$ cat src/design/sgr_pkg.sv
`timescale 1ns / 1ps
package sgr_pkg;

    localparam int MAX_CODES  = 16;
    localparam int CODE_CNT_W = $clog2(MAX_CODES + 1);

    localparam logic [7:0] ESC_BYTE      = 8'h1B;
    localparam logic [7:0] CHAR_LBRACKET = 8'h5B;
    localparam logic [7:0] CHAR_SEMI     = 8'h3B;
    localparam logic [7:0] CHAR_M        = 8'h6D;
    localparam logic [7:0] CHAR_ZERO     = 8'h30;
    localparam logic [7:0] CHAR_NINE     = 8'h39;
    localparam logic [4:0] DEFAULT_COLOR = 5'd16;
    localparam logic [6:0] NUM_SAT       = 7'd127;

    typedef struct packed {
        logic [7:0] in_byte;
        logic       end_of_text;
    } sgr_in_t;

    typedef struct packed {
        logic [7:0] text_byte;
        logic [4:0] fg_color;
        logic [4:0] bg_color;
        logic [7:0] attr_bits;
        logic       run_last;
    } sgr_out_t;

    typedef struct packed {
        logic [1:0] count;
        sgr_out_t   res0;
        sgr_out_t   res1;
    } sgr_step_t;

endpackage

$ cat src/design/sgr_parser.sv
`timescale 1ns / 1ps
module sgr_parser
    import sgr_pkg::*;
(
    input  logic      aclk,
    input  logic      aresetn,
    input  logic      step_valid,
    input  sgr_in_t   step_item,
    output sgr_step_t step_res
);

    typedef enum logic [3:0] {
        MODE_TEXT = 4'b0001,
        MODE_ESC  = 4'b0010,
        MODE_CSI  = 4'b0100,
        MODE_SKIP = 4'b1000
    } sgr_mode_t;

    typedef struct packed {
        logic [4:0] fg;
        logic [4:0] bg;
        logic [7:0] attrs;
    } sgr_look_t;

    function automatic sgr_look_t apply_code(input logic [6:0] code, input sgr_look_t cur);
        sgr_look_t  r;
        logic [2:0] bit_idx;
        r = cur;
        bit_idx = 3'd0;
        if (code == 7'd0) begin
            r.fg = DEFAULT_COLOR;
            r.bg = DEFAULT_COLOR;
            r.attrs = 8'd0;
        end else if (code >= 7'd1 && code <= 7'd5) begin
            bit_idx = 3'(code - 7'd1);
            r.attrs = cur.attrs | (8'd1 << bit_idx);
        end else if (code >= 7'd7 && code <= 7'd9) begin
            bit_idx = 3'(code - 7'd2);
            r.attrs = cur.attrs | (8'd1 << bit_idx);
        end else if (code == 7'd22) begin
            r.attrs = cur.attrs & 8'hFC;
        end else if (code >= 7'd23 && code <= 7'd25) begin
            bit_idx = 3'(code - 7'd21);
            r.attrs = cur.attrs & ~(8'd1 << bit_idx);
        end else if (code >= 7'd27 && code <= 7'd29) begin
            bit_idx = 3'(code - 7'd22);
            r.attrs = cur.attrs & ~(8'd1 << bit_idx);
        end else if (code >= 7'd30 && code <= 7'd37) begin
            r.fg = 5'(code - 7'd30);
            r.attrs = cur.attrs & 8'hFD;
        end else if (code >= 7'd90 && code <= 7'd97) begin
            r.fg = 5'(code - 7'd82);
            r.attrs = cur.attrs & 8'hFD;
        end else if (code == 7'd39) begin
            r.fg = DEFAULT_COLOR;
        end else if (code >= 7'd40 && code <= 7'd47) begin
            r.bg = 5'(code - 7'd40);
        end else if (code >= 7'd100 && code <= 7'd107) begin
            r.bg = 5'(code - 7'd92);
        end else if (code == 7'd49) begin
            r.bg = DEFAULT_COLOR;
        end
        return r;
    endfunction

    localparam sgr_look_t LOOK_RESET = '{fg: DEFAULT_COLOR, bg: DEFAULT_COLOR, attrs: 8'd0};

    sgr_mode_t             mode_reg, mode_next;
    logic [6:0]            accum_reg, accum_next;
    logic                  in_num_reg, in_num_next;
    logic [CODE_CNT_W-1:0] cnt_reg, cnt_next;
    sgr_look_t             live_reg, live_next;
    sgr_look_t             work_reg, work_next;

    logic [7:0]            b;
    logic                  is_digit;
    logic [10:0]           digit_val;
    logic [CODE_CNT_W-1:0] cnt_inc;
    sgr_look_t             work_applied;
    logic                  emit_esc_first;
    logic                  emit_b;
    logic                  emit_esc_end;
    logic [1:0]            n_res;

    assign b         = step_item.in_byte;
    assign is_digit  = (b >= CHAR_ZERO) && (b <= CHAR_NINE);
    assign digit_val = {4'd0, accum_reg} * 11'd10 + {7'd0, b[3:0]};
    assign cnt_inc   = cnt_reg + 1'b1;
    assign work_applied = apply_code(accum_reg, work_reg);

    always_comb begin
        mode_next      = mode_reg;
        accum_next     = accum_reg;
        in_num_next    = in_num_reg;
        cnt_next       = cnt_reg;
        live_next      = live_reg;
        work_next      = work_reg;
        emit_esc_first = 1'b0;
        emit_b         = 1'b0;
        emit_esc_end   = 1'b0;

        case (mode_reg)
            MODE_TEXT: begin
                if (b == ESC_BYTE) begin
                    mode_next = MODE_ESC;
                end else begin
                    emit_b = 1'b1;
                end
            end
            MODE_ESC: begin
                if (b == CHAR_LBRACKET) begin
                    mode_next   = MODE_CSI;
                    work_next   = live_reg;
                    cnt_next    = '0;
                    accum_next  = 7'd0;
                    in_num_next = 1'b0;
                end else begin
                    emit_esc_first = 1'b1;
                    if (b == ESC_BYTE) begin
                        mode_next = MODE_ESC;
                    end else begin
                        mode_next = MODE_TEXT;
                        emit_b    = 1'b1;
                    end
                end
            end
            MODE_CSI: begin
                if (is_digit) begin
                    accum_next  = (digit_val > {4'd0, NUM_SAT}) ? NUM_SAT : digit_val[6:0];
                    in_num_next = 1'b1;
                end else begin
                    if (in_num_reg) begin
                        work_next   = work_applied;
                        accum_next  = 7'd0;
                        in_num_next = 1'b0;
                        cnt_next    = cnt_inc;
                    end
                    if (in_num_reg && cnt_inc >= CODE_CNT_W'(MAX_CODES)) begin
                        live_next = work_applied;
                        if (b == ESC_BYTE) begin
                            mode_next = MODE_ESC;
                        end else begin
                            mode_next = MODE_TEXT;
                            emit_b    = 1'b1;
                        end
                    end else if (b == CHAR_SEMI) begin
                        mode_next = MODE_CSI;
                    end else if (b == CHAR_M) begin
                        live_next = work_next;
                        mode_next = MODE_TEXT;
                    end else begin
                        mode_next = MODE_SKIP;
                    end
                end
            end
            default: begin
                if (b == CHAR_M) begin
                    mode_next = MODE_TEXT;
                end
            end
        endcase

        if (step_item.end_of_text) begin
            emit_esc_end = (mode_next == MODE_ESC);
        end
    end

    assign n_res = 2'(emit_esc_first) + 2'(emit_b) + 2'(emit_esc_end);

    always_comb begin
        step_res = '0;
        step_res.count = step_valid ? n_res : 2'd0;
        step_res.res0.text_byte = emit_esc_first ? ESC_BYTE : (emit_b ? b : ESC_BYTE);
        step_res.res0.fg_color  = live_next.fg;
        step_res.res0.bg_color  = live_next.bg;
        step_res.res0.attr_bits = live_next.attrs;
        step_res.res0.run_last  = (n_res == 2'd1);
        step_res.res1.text_byte = (emit_esc_first && emit_b) ? b : ESC_BYTE;
        step_res.res1.fg_color  = live_next.fg;
        step_res.res1.bg_color  = live_next.bg;
        step_res.res1.attr_bits = live_next.attrs;
        step_res.res1.run_last  = 1'b1;
    end

    always_ff @(posedge aclk) begin
        if (!aresetn) begin
            mode_reg   <= MODE_TEXT;
            accum_reg  <= 7'd0;
            in_num_reg <= 1'b0;
            cnt_reg    <= '0;
            live_reg   <= LOOK_RESET;
            work_reg   <= LOOK_RESET;
        end else if (step_valid) begin
            if (step_item.end_of_text) begin
                mode_reg   <= MODE_TEXT;
                accum_reg  <= 7'd0;
                in_num_reg <= 1'b0;
                cnt_reg    <= '0;
                live_reg   <= LOOK_RESET;
                work_reg   <= LOOK_RESET;
            end else begin
                mode_reg   <= mode_next;
                accum_reg  <= accum_next;
                in_num_reg <= in_num_next;
                cnt_reg    <= cnt_next;
                live_reg   <= live_next;
                work_reg   <= work_next;
            end
        end
    end

endmodule

$ cat src/design/sgr_out_fifo.sv
`timescale 1ns / 1ps
module sgr_out_fifo
    import sgr_pkg::*;
(
    input  logic      aclk,
    input  logic      aresetn,
    input  sgr_step_t push,
    output logic      room_two,
    output logic      m_valid,
    input  logic      m_ready,
    output sgr_out_t  m_item
);

    localparam int DEPTH = 4;
    localparam int PTR_W = $clog2(DEPTH);

    sgr_out_t           mem [DEPTH];
    logic [PTR_W-1:0]   wr_ptr_reg, wr_ptr_next;
    logic [PTR_W-1:0]   rd_ptr_reg, rd_ptr_next;
    logic [PTR_W:0]     count_reg, count_next;
    logic               pop;
    logic [PTR_W-1:0]   wr_ptr_plus1;

    assign m_valid      = (count_reg != '0);
    assign m_item       = mem[rd_ptr_reg];
    assign pop          = m_valid && m_ready;
    assign room_two     = (count_reg <= (PTR_W + 1)'(DEPTH - 2));
    assign wr_ptr_plus1 = wr_ptr_reg + 1'b1;
    assign wr_ptr_next  = wr_ptr_reg + PTR_W'(push.count);
    assign rd_ptr_next  = rd_ptr_reg + PTR_W'(pop);
    assign count_next   = count_reg + (PTR_W + 1)'(push.count) - (PTR_W + 1)'(pop);

    always_ff @(posedge aclk) begin
        if (push.count != 2'd0) begin
            mem[wr_ptr_reg] <= push.res0;
        end
        if (push.count == 2'd2) begin
            mem[wr_ptr_plus1] <= push.res1;
        end
    end

    always_ff @(posedge aclk) begin
        if (!aresetn) begin
            wr_ptr_reg <= '0;
            rd_ptr_reg <= '0;
            count_reg  <= '0;
        end else begin
            wr_ptr_reg <= wr_ptr_next;
            rd_ptr_reg <= rd_ptr_next;
            count_reg  <= count_next;
        end
    end

endmodule

$ cat src/design/sgr_escape_attribute_tracker_core.sv
`timescale 1ns / 1ps
// Tags each plain text byte with the current foreground index, background index
// and eight attribute bits while following ESC [ ... m sequences in the stream;
// sequence bytes produce no item, a lone ESC is passed as text, and the byte
// marked end_of_text returns all state to reset. One byte is accepted per clock
// while the queue has room: a byte is held in the input register while the parser
// updates its state and writes zero, one or two result items into a four-entry
// output queue, from which the results are offered. Input stalls only while the
// queue cannot take two more items.
module sgr_escape_attribute_tracker_core
    import sgr_pkg::*;
(
    input  logic     aclk,
    input  logic     aresetn,
    input  logic     s_valid,
    output logic     s_ready,
    input  sgr_in_t  s_item,
    output logic     m_valid,
    input  logic     m_ready,
    output sgr_out_t m_item
);

    logic      in_valid_reg;
    sgr_in_t   in_item_reg;
    logic      room_two;
    logic      advance;
    sgr_step_t step_res;

    assign advance = in_valid_reg && room_two;
    assign s_ready = !in_valid_reg || advance;

    always_ff @(posedge aclk) begin
        if (!aresetn) begin
            in_valid_reg <= 1'b0;
        end else if (s_ready) begin
            in_valid_reg <= s_valid;
        end
    end

    always_ff @(posedge aclk) begin
        if (s_ready && s_valid) begin
            in_item_reg <= s_item;
        end
    end

    sgr_parser u_parser (
        .aclk       (aclk),
        .aresetn    (aresetn),
        .step_valid (advance),
        .step_item  (in_item_reg),
        .step_res   (step_res)
    );

    sgr_out_fifo u_out_fifo (
        .aclk     (aclk),
        .aresetn  (aresetn),
        .push     (step_res),
        .room_two (room_two),
        .m_valid  (m_valid),
        .m_ready  (m_ready),
        .m_item   (m_item)
    );

endmodule

$ cat config.mk
export PLATFORM = sky130hd
export DESIGN_NAME = sgr_escape_attribute_tracker_core
export DESIGN_NICKNAME = d
export VERILOG_FILES = /design/src/design/sgr_pkg.sv /design/src/design/sgr_parser.sv /design/src/design/sgr_out_fifo.sv /design/src/design/sgr_escape_attribute_tracker_core.sv
export SDC_FILE = /design/constraint.sdc
export NUM_CORES = 1
export LEC_CHECK = 0
export BUFFER_PORTS_ARGS = -buffer_cell sky130_fd_sc_hd__buf_2
export CAP_MARGIN = 25
export CORE_MARGIN = 5
export CORE_UTILIZATION = 55
export DETAILED_ROUTE_END_ITERATION = 10
export GPL_TIMING_DRIVEN = 0
export PLACE_DENSITY_LB_ADDON = 0.2
export SYNTH_ARGS = -nofsm -noshare
export SYNTH_HDL_FRONTEND = slang
export SYNTH_SLANG_ARGS = --single-unit
$ cat constraint.sdc
create_clock -name aclk -period 4 [get_ports aclk]
set_input_delay 0.2 -clock aclk [delete_from_list [all_inputs] [get_ports aclk]]
set_output_delay 0.2 -clock aclk [all_outputs]
set_load 0.02 [all_outputs]
Word level (Yosys, flattened, before mapping)
Memories as Yosys holds them, arrays and structs flattened. A register that Yosys moved wholly into a read port is not among the register bits.
Cells that the tools add are included.
{ "word_totals": {"register_bits": 70, "latchBits": 0, "ramBits": 108, "romBits": 0, "inputBits": 13, "elab_cells": 182, "n_memories": 1} }
{ "memory_table": {"columns": ["memory", "depth", "word_bits", "rd", "rd_ports_with_merged_regs", "wr", "line", "text"], "rows": [
  ["u_out_fifo.mem", 4, 27, 1, 1, 2, "sgr_out_fifo.sv:17", "sgr_out_t mem [DEPTH];"]
]} }
{ "op_classes": {"addsub": 17, "mul": 1, "div": 0, "magnitude_cmp": 21, "eq_ne": 17, "n_shift": 4, "muxes": 75, "bitwise_logic": 6, "reduce_logical": 24} }
{ "op_table": {"columns": ["cell", "n"], "rows": [
  ["18-bit two-way mux", 11],
  ["5-bit two-way mux", 13],
  ["8-bit two-way mux", 8],
  ["10-bit two-way mux", 5],
  ["18-bit case mux with 2 select lines", 1],
  ["7-bit two-way mux", 5],
  ["4-bit two-way mux", 8],
  ["1-bit by 3-bit left shift with 8-bit output (first input constant)", 4],
  ["7-bit by 5-bit greater-or-equal comparator with 1-bit output (second input constant)", 3],
  ["8-bit bitwise AND", 2],
  ["8-bit by 7-bit == test with 1-bit output (second input constant)", 2],
  ["8-bit NOT", 2],
  ["8-bit OR", 2],
  ["5-bit subtractor (second input constant)", 3],
  ["7-bit by 6-bit == test with 1-bit output (second input constant)", 2],
  ["7-bit greater-or-equal comparator (second input constant)", 2],
  ["7-bit by 5-bit less-or-equal comparator with 1-bit output (second input constant)", 2],
  ["7-bit by 6-bit less-or-equal comparator with 1-bit output (second input constant)", 2],
  ["7-bit less-or-equal comparator (second input constant)", 2],
  ["1-bit logical AND", 14],
  ["1-bit two-way mux", 14],
  ["7-bit case mux with 2 select lines", 1],
  ["4-bit case mux with 3 select lines", 1],
  ["11-bit by 4-bit adder with 11-bit output", 1],
  ["other kinds (45)", 55]
]} }

Longest topological paths before layout
{ "logic_depth": {"ltp_word": 20, "depth_mapped": 18} }

Modules after synthesis
Synthesis repeated with hierarchy kept, for this count alone.
{ "hier_totals": {"hier_cells": 1016, "hier_area_um2": 11230.8} }
{ "modules_own_cells": {"columns": ["module", "instances", "cells_per_inst", "area_per_inst_um2", "seq_area_each_um2"], "rows": [
  ["sgr_out_fifo", 1, 306, 5656.7, 3383.2],
  ["sgr_parser", 1, 695, 5238.8, 1061.0],
  ["sgr_escape_attribute_tracker_core", 1, 15, 335.3, 290.3]
]} }

Worst setup path before layout
No wires, ideal clock.
{ "synth_timing": {"kind": "reg-to-reg", "startpoint": "register u_parser.mode_reg[0]", "endpoint": "memory u_out_fifo.mem[1][10] (netlist name) (enable)", "arrival_ps": 3881, "path_slack_ps": -265, "stages_incl_launch_ff": 16, "cell_sequence": "dfxtp_1 > buf_2 > or4b_1 > buf_2 > a21oi_1 > nand3_1 > a31oi_2 > inv_1 > fa_1 > nor2_1 > buf_1 > nand2_1 > nor3_1 > nor2_1 > clkbuf_1 > inv_1"} }
{ "synth_rtl": {"columns": ["element", "line", "text"], "rows": [
  ["start, declared", "sgr_parser.sv:68", "sgr_mode_t mode_reg, mode_next;"],
  ["start signal, assigned", "sgr_parser.sv:202", "mode_reg <= mode_next;"],
  ["end, declared", "sgr_out_fifo.sv:17", null]
]} }

==> impl_metrics.tcl <==
set metrics [dict create \
    crit_fanout 12 \
    start_util_pct 56.0 \
    antenna_cells 0 \
    hold_depth 3 \
    min_period_ns 3.90 \
    skew_ns 0.00716 \
    fp.dieW_um 148 \
    synth_common_cells "nand2_1 (121), edfxtp_1 (113), nor2_1 (97)" \
    yosysTopAreaCellShare_pct 32.3 \
    cts_buffer_depth 2 \
    antenna_found_initial 0 \
    synth_edf_count 113 \
    reg2reg_from "u_parser.mode_reg[0]$_SDFFE_PN1P_" \
    min_from "s_valid" \
    syn_nets 1110 \
    dieHeight_um 148 \
    overflow 0 \
    insertion_delay_ns 0.44 \
    ios 42 \
    placed_cells 1338 \
    yosys_warnings 0 \
    wire_per_inst_um 21.1 \
    synth_top_area_cell "edfxtp_1" \
    critPathLaunch "u_parser.mode_reg[0]$_SDFFE_PN1P_" \
    cp.arrival_ns 4.06 \
    async_reset_ff_share_pct 0 \
    ant_nets 0 \
    cap_violations 0 \
    slew_violations 0 \
    synth.yosys.seq_area_share_pct 44.7 \
    cts_root_buffer "clkbuf_16" \
    post_drt_via_cell_ratio 6.55 \
    drt_iter0_drc 998 \
    num-nets-final 1203 \
    cp.required_ns 4.17 \
    port-buffer-count 41 \
    synth_top_flop_cell "edfxtp_1" \
    core_area_mm2 0.0188 \
    total_power_mw 4.73 \
    placed_area_mm2 0.0111 \
    hold_path.class "primary input to flip-flop" \
    cts_buffers 17 \
    cts_tree "done" \
    synth.avg_cell_area_um2 9.91 \
    pwr_density_cell_mw_per_mm2 391 \
    outcome "complete, no violations" \
    crit_family "simple AND/OR/NAND/NOR gates" \
    synth_area_leaders "edfxtp_1 (32%), dfxtp_1 (12%), mux4_2 (5.8%)" \
    fmax_ghz 0.257 \
    dr.pass1.iters 6 \
    crit_cells 16 \
    grt_pass1_vias 8822 \
    largest_reg_flops 108 \
    cpPeakStageDelay_ns 0.57 \
    vias 9174 \
    crit_path_top_delay_cell "or4b_4" \
    cts_max_level 4 \
    period_share_pct 97.4 \
    max_slew_margin_pct 38.4 \
    syn2layout_area_growth_pct 15.2 \
    netlist_area_mm2 0.0105 \
    drive_gt1_share_pct 18.4 \
    rows 50 \
    path_cells "or4b_4, buf_6, a21oi_4, nand3_4, a31oi_4, inv_1, fa_1, buf_6, a21oi_4, and2_1, nor2_1, clkbuf_4, clkinvlp_4, buf_12, nand2_1, nand2_1" \
    synthCells 1060 \
    grt_max_degree 20 \
    end_kind "flip-flop" \
    ys_types 102 \
    hold_viol 0 \
    final_cells 1400 \
    worst_setup_path_start_kind "flip-flop" \
    synth_most_common_cell "nand2_1" \
    max_slew.worst_pin.slew_ns 0.924 \
    peakVddDrop_uv 303 \
    power_leakage_nw 4.01 \
    path_buf_inv 6 \
    grt_pass1_wl_mm 48.1 \
    r2r_cells 16 \
    fin_area_mm2 0.0121 \
    drcViolationCount 0 \
    dieArea_mm2 0.0220 \
    hpwl_mm 20.7 \
    grt_usage_pct 27.5 \
    path_class "flip-flop to flip-flop" \
    wl_mm 29.6 \
    clock-sinks 178 \
    clkTransAtPathRegs_ns 0.07 \
    setup_viol 0 \
    gp_congestion 0.950 \
    ys_ff_latch 178 \
]
-- tightest hold or removal path: stages --
cell     delay [ns]
buf_2          0.11
inv_1          0.05
a21oi_1        0.05
-- power by group --
part	internal, mW	switching, mW	total [mW]	leakage [nW]
combinational	0.414	0.589	1.00	2.20
clock	0.878	0.756	1.63	0.269
sequential	2.05	0.0453	2.09	1.54
total	3.34	1.39	4.73	4.01
-- layout by cell type (no fill, tap or decap), types with 5 or more instances in the layout --
cell,n
o21ai_0,41
clkbuf_16,17
nor2b_1,24
nand2_1,121
buf_4,18
buf_2,59
o21ai_1,9
o31ai_1,17
xnor2_1,9
a21o_1,6
nand2b_1,11
clkinvlp_4,12
dfxtp_2,5
ha_1,33
nor4_1,16
a211oi_1,11
or3_1,8
and3_1,5
a21oi_1,61
o22ai_1,9
edfxtp_1,113
a22oi_1,15
mux4_2,27
dlygate4sd3_1,9
clkbuf_1,29
nor3_1,50
nand3_1,24
buf_12,5
a21boi_0,6
a31oi_1,13
o211ai_1,16
dfxtp_1,60
and2_1,15
inv_1,24
a32oi_1,7
xor2_1,5
nor2_1,96
nand4_1,8
-- cells by family after synthesis --
family | count (synthesis) | share of synthesized area, %
AOI/OAI and AO/OA | 285 | 19.3
DFF | 178 | 44.7
buffers and inverters | 93 | 3.63
adders and majority gates | 37 | 4.69
and+or+nand+nor | 422 | 20.4
xor gates and xnor gates | 15 | 1.25
muxes | 30 | 6.08
-- routing by layer --
metal | routed length, um | track usage [%] | vias up | share of wire, %
met1 | 12400 | 37.9 | 4374 | 42
met4 | 724 | 8.22 | 0 | 2.4
met5 | 0 | 0 | - | 0
met3 | 2590 | 5.21 | 66 | 8.7
li1 | - | - | 4227 | -
met2 | 13900 | 44.5 | 507 | 47
-- path summary, 6_finish.rpt --
check	slack, ns	end
hold / removal	0.02	in_valid_reg$_SDFFE_PN0N_
setup / recovery	0.10	u_out_fifo.mem[0][22]$_DFFE_PP_
hold reg to reg	0.48	u_parser.cnt_reg[1]$_SDFFE_PN0P_
setup reg to reg	0.10	u_out_fifo.mem[0][22]$_DFFE_PP_
-- metrics by stage --
step / setup TNS, ns / hold slack (ns) / worst slack, ns / util (%)
after floorplan: 0 / 0.299 / 0.0360 / -
after global placement: -98.77 / 0.378 / -0.816 / 58.8
after detailed placement: -112.00 / 0.378 / -0.899 / 58.9
after CTS: 0 / 0.0157 / 0.00253 / 64.1
after global routing: -0.0000795 / 0.0210 / -0.0000795 / 64.5
final: 0 / 0.0246 / 0.103 / 64.5
-- cell type report --
class	instances	area [um^2]
clock inverter	14	149
multi-input combinational	789	5560
buffer	57	277
timing repair inverter	4	30.0
inverter	32	135
timing repair buffer	74	533
sequential	178	4700
tap	234	293
clock buffer	18	429
fill	1498	6670
-- timing repair --
action                     4_1_cts  5_1_grt
hold endpoints to repair         9        0
buffers inserted                20        1
cloned                           4        0
gates resized for setup         21       29
pin swaps                        1        4
setup endpoints to repair      212      191
hold buffers                     9        0
Power figures use the tool's default switching activity.
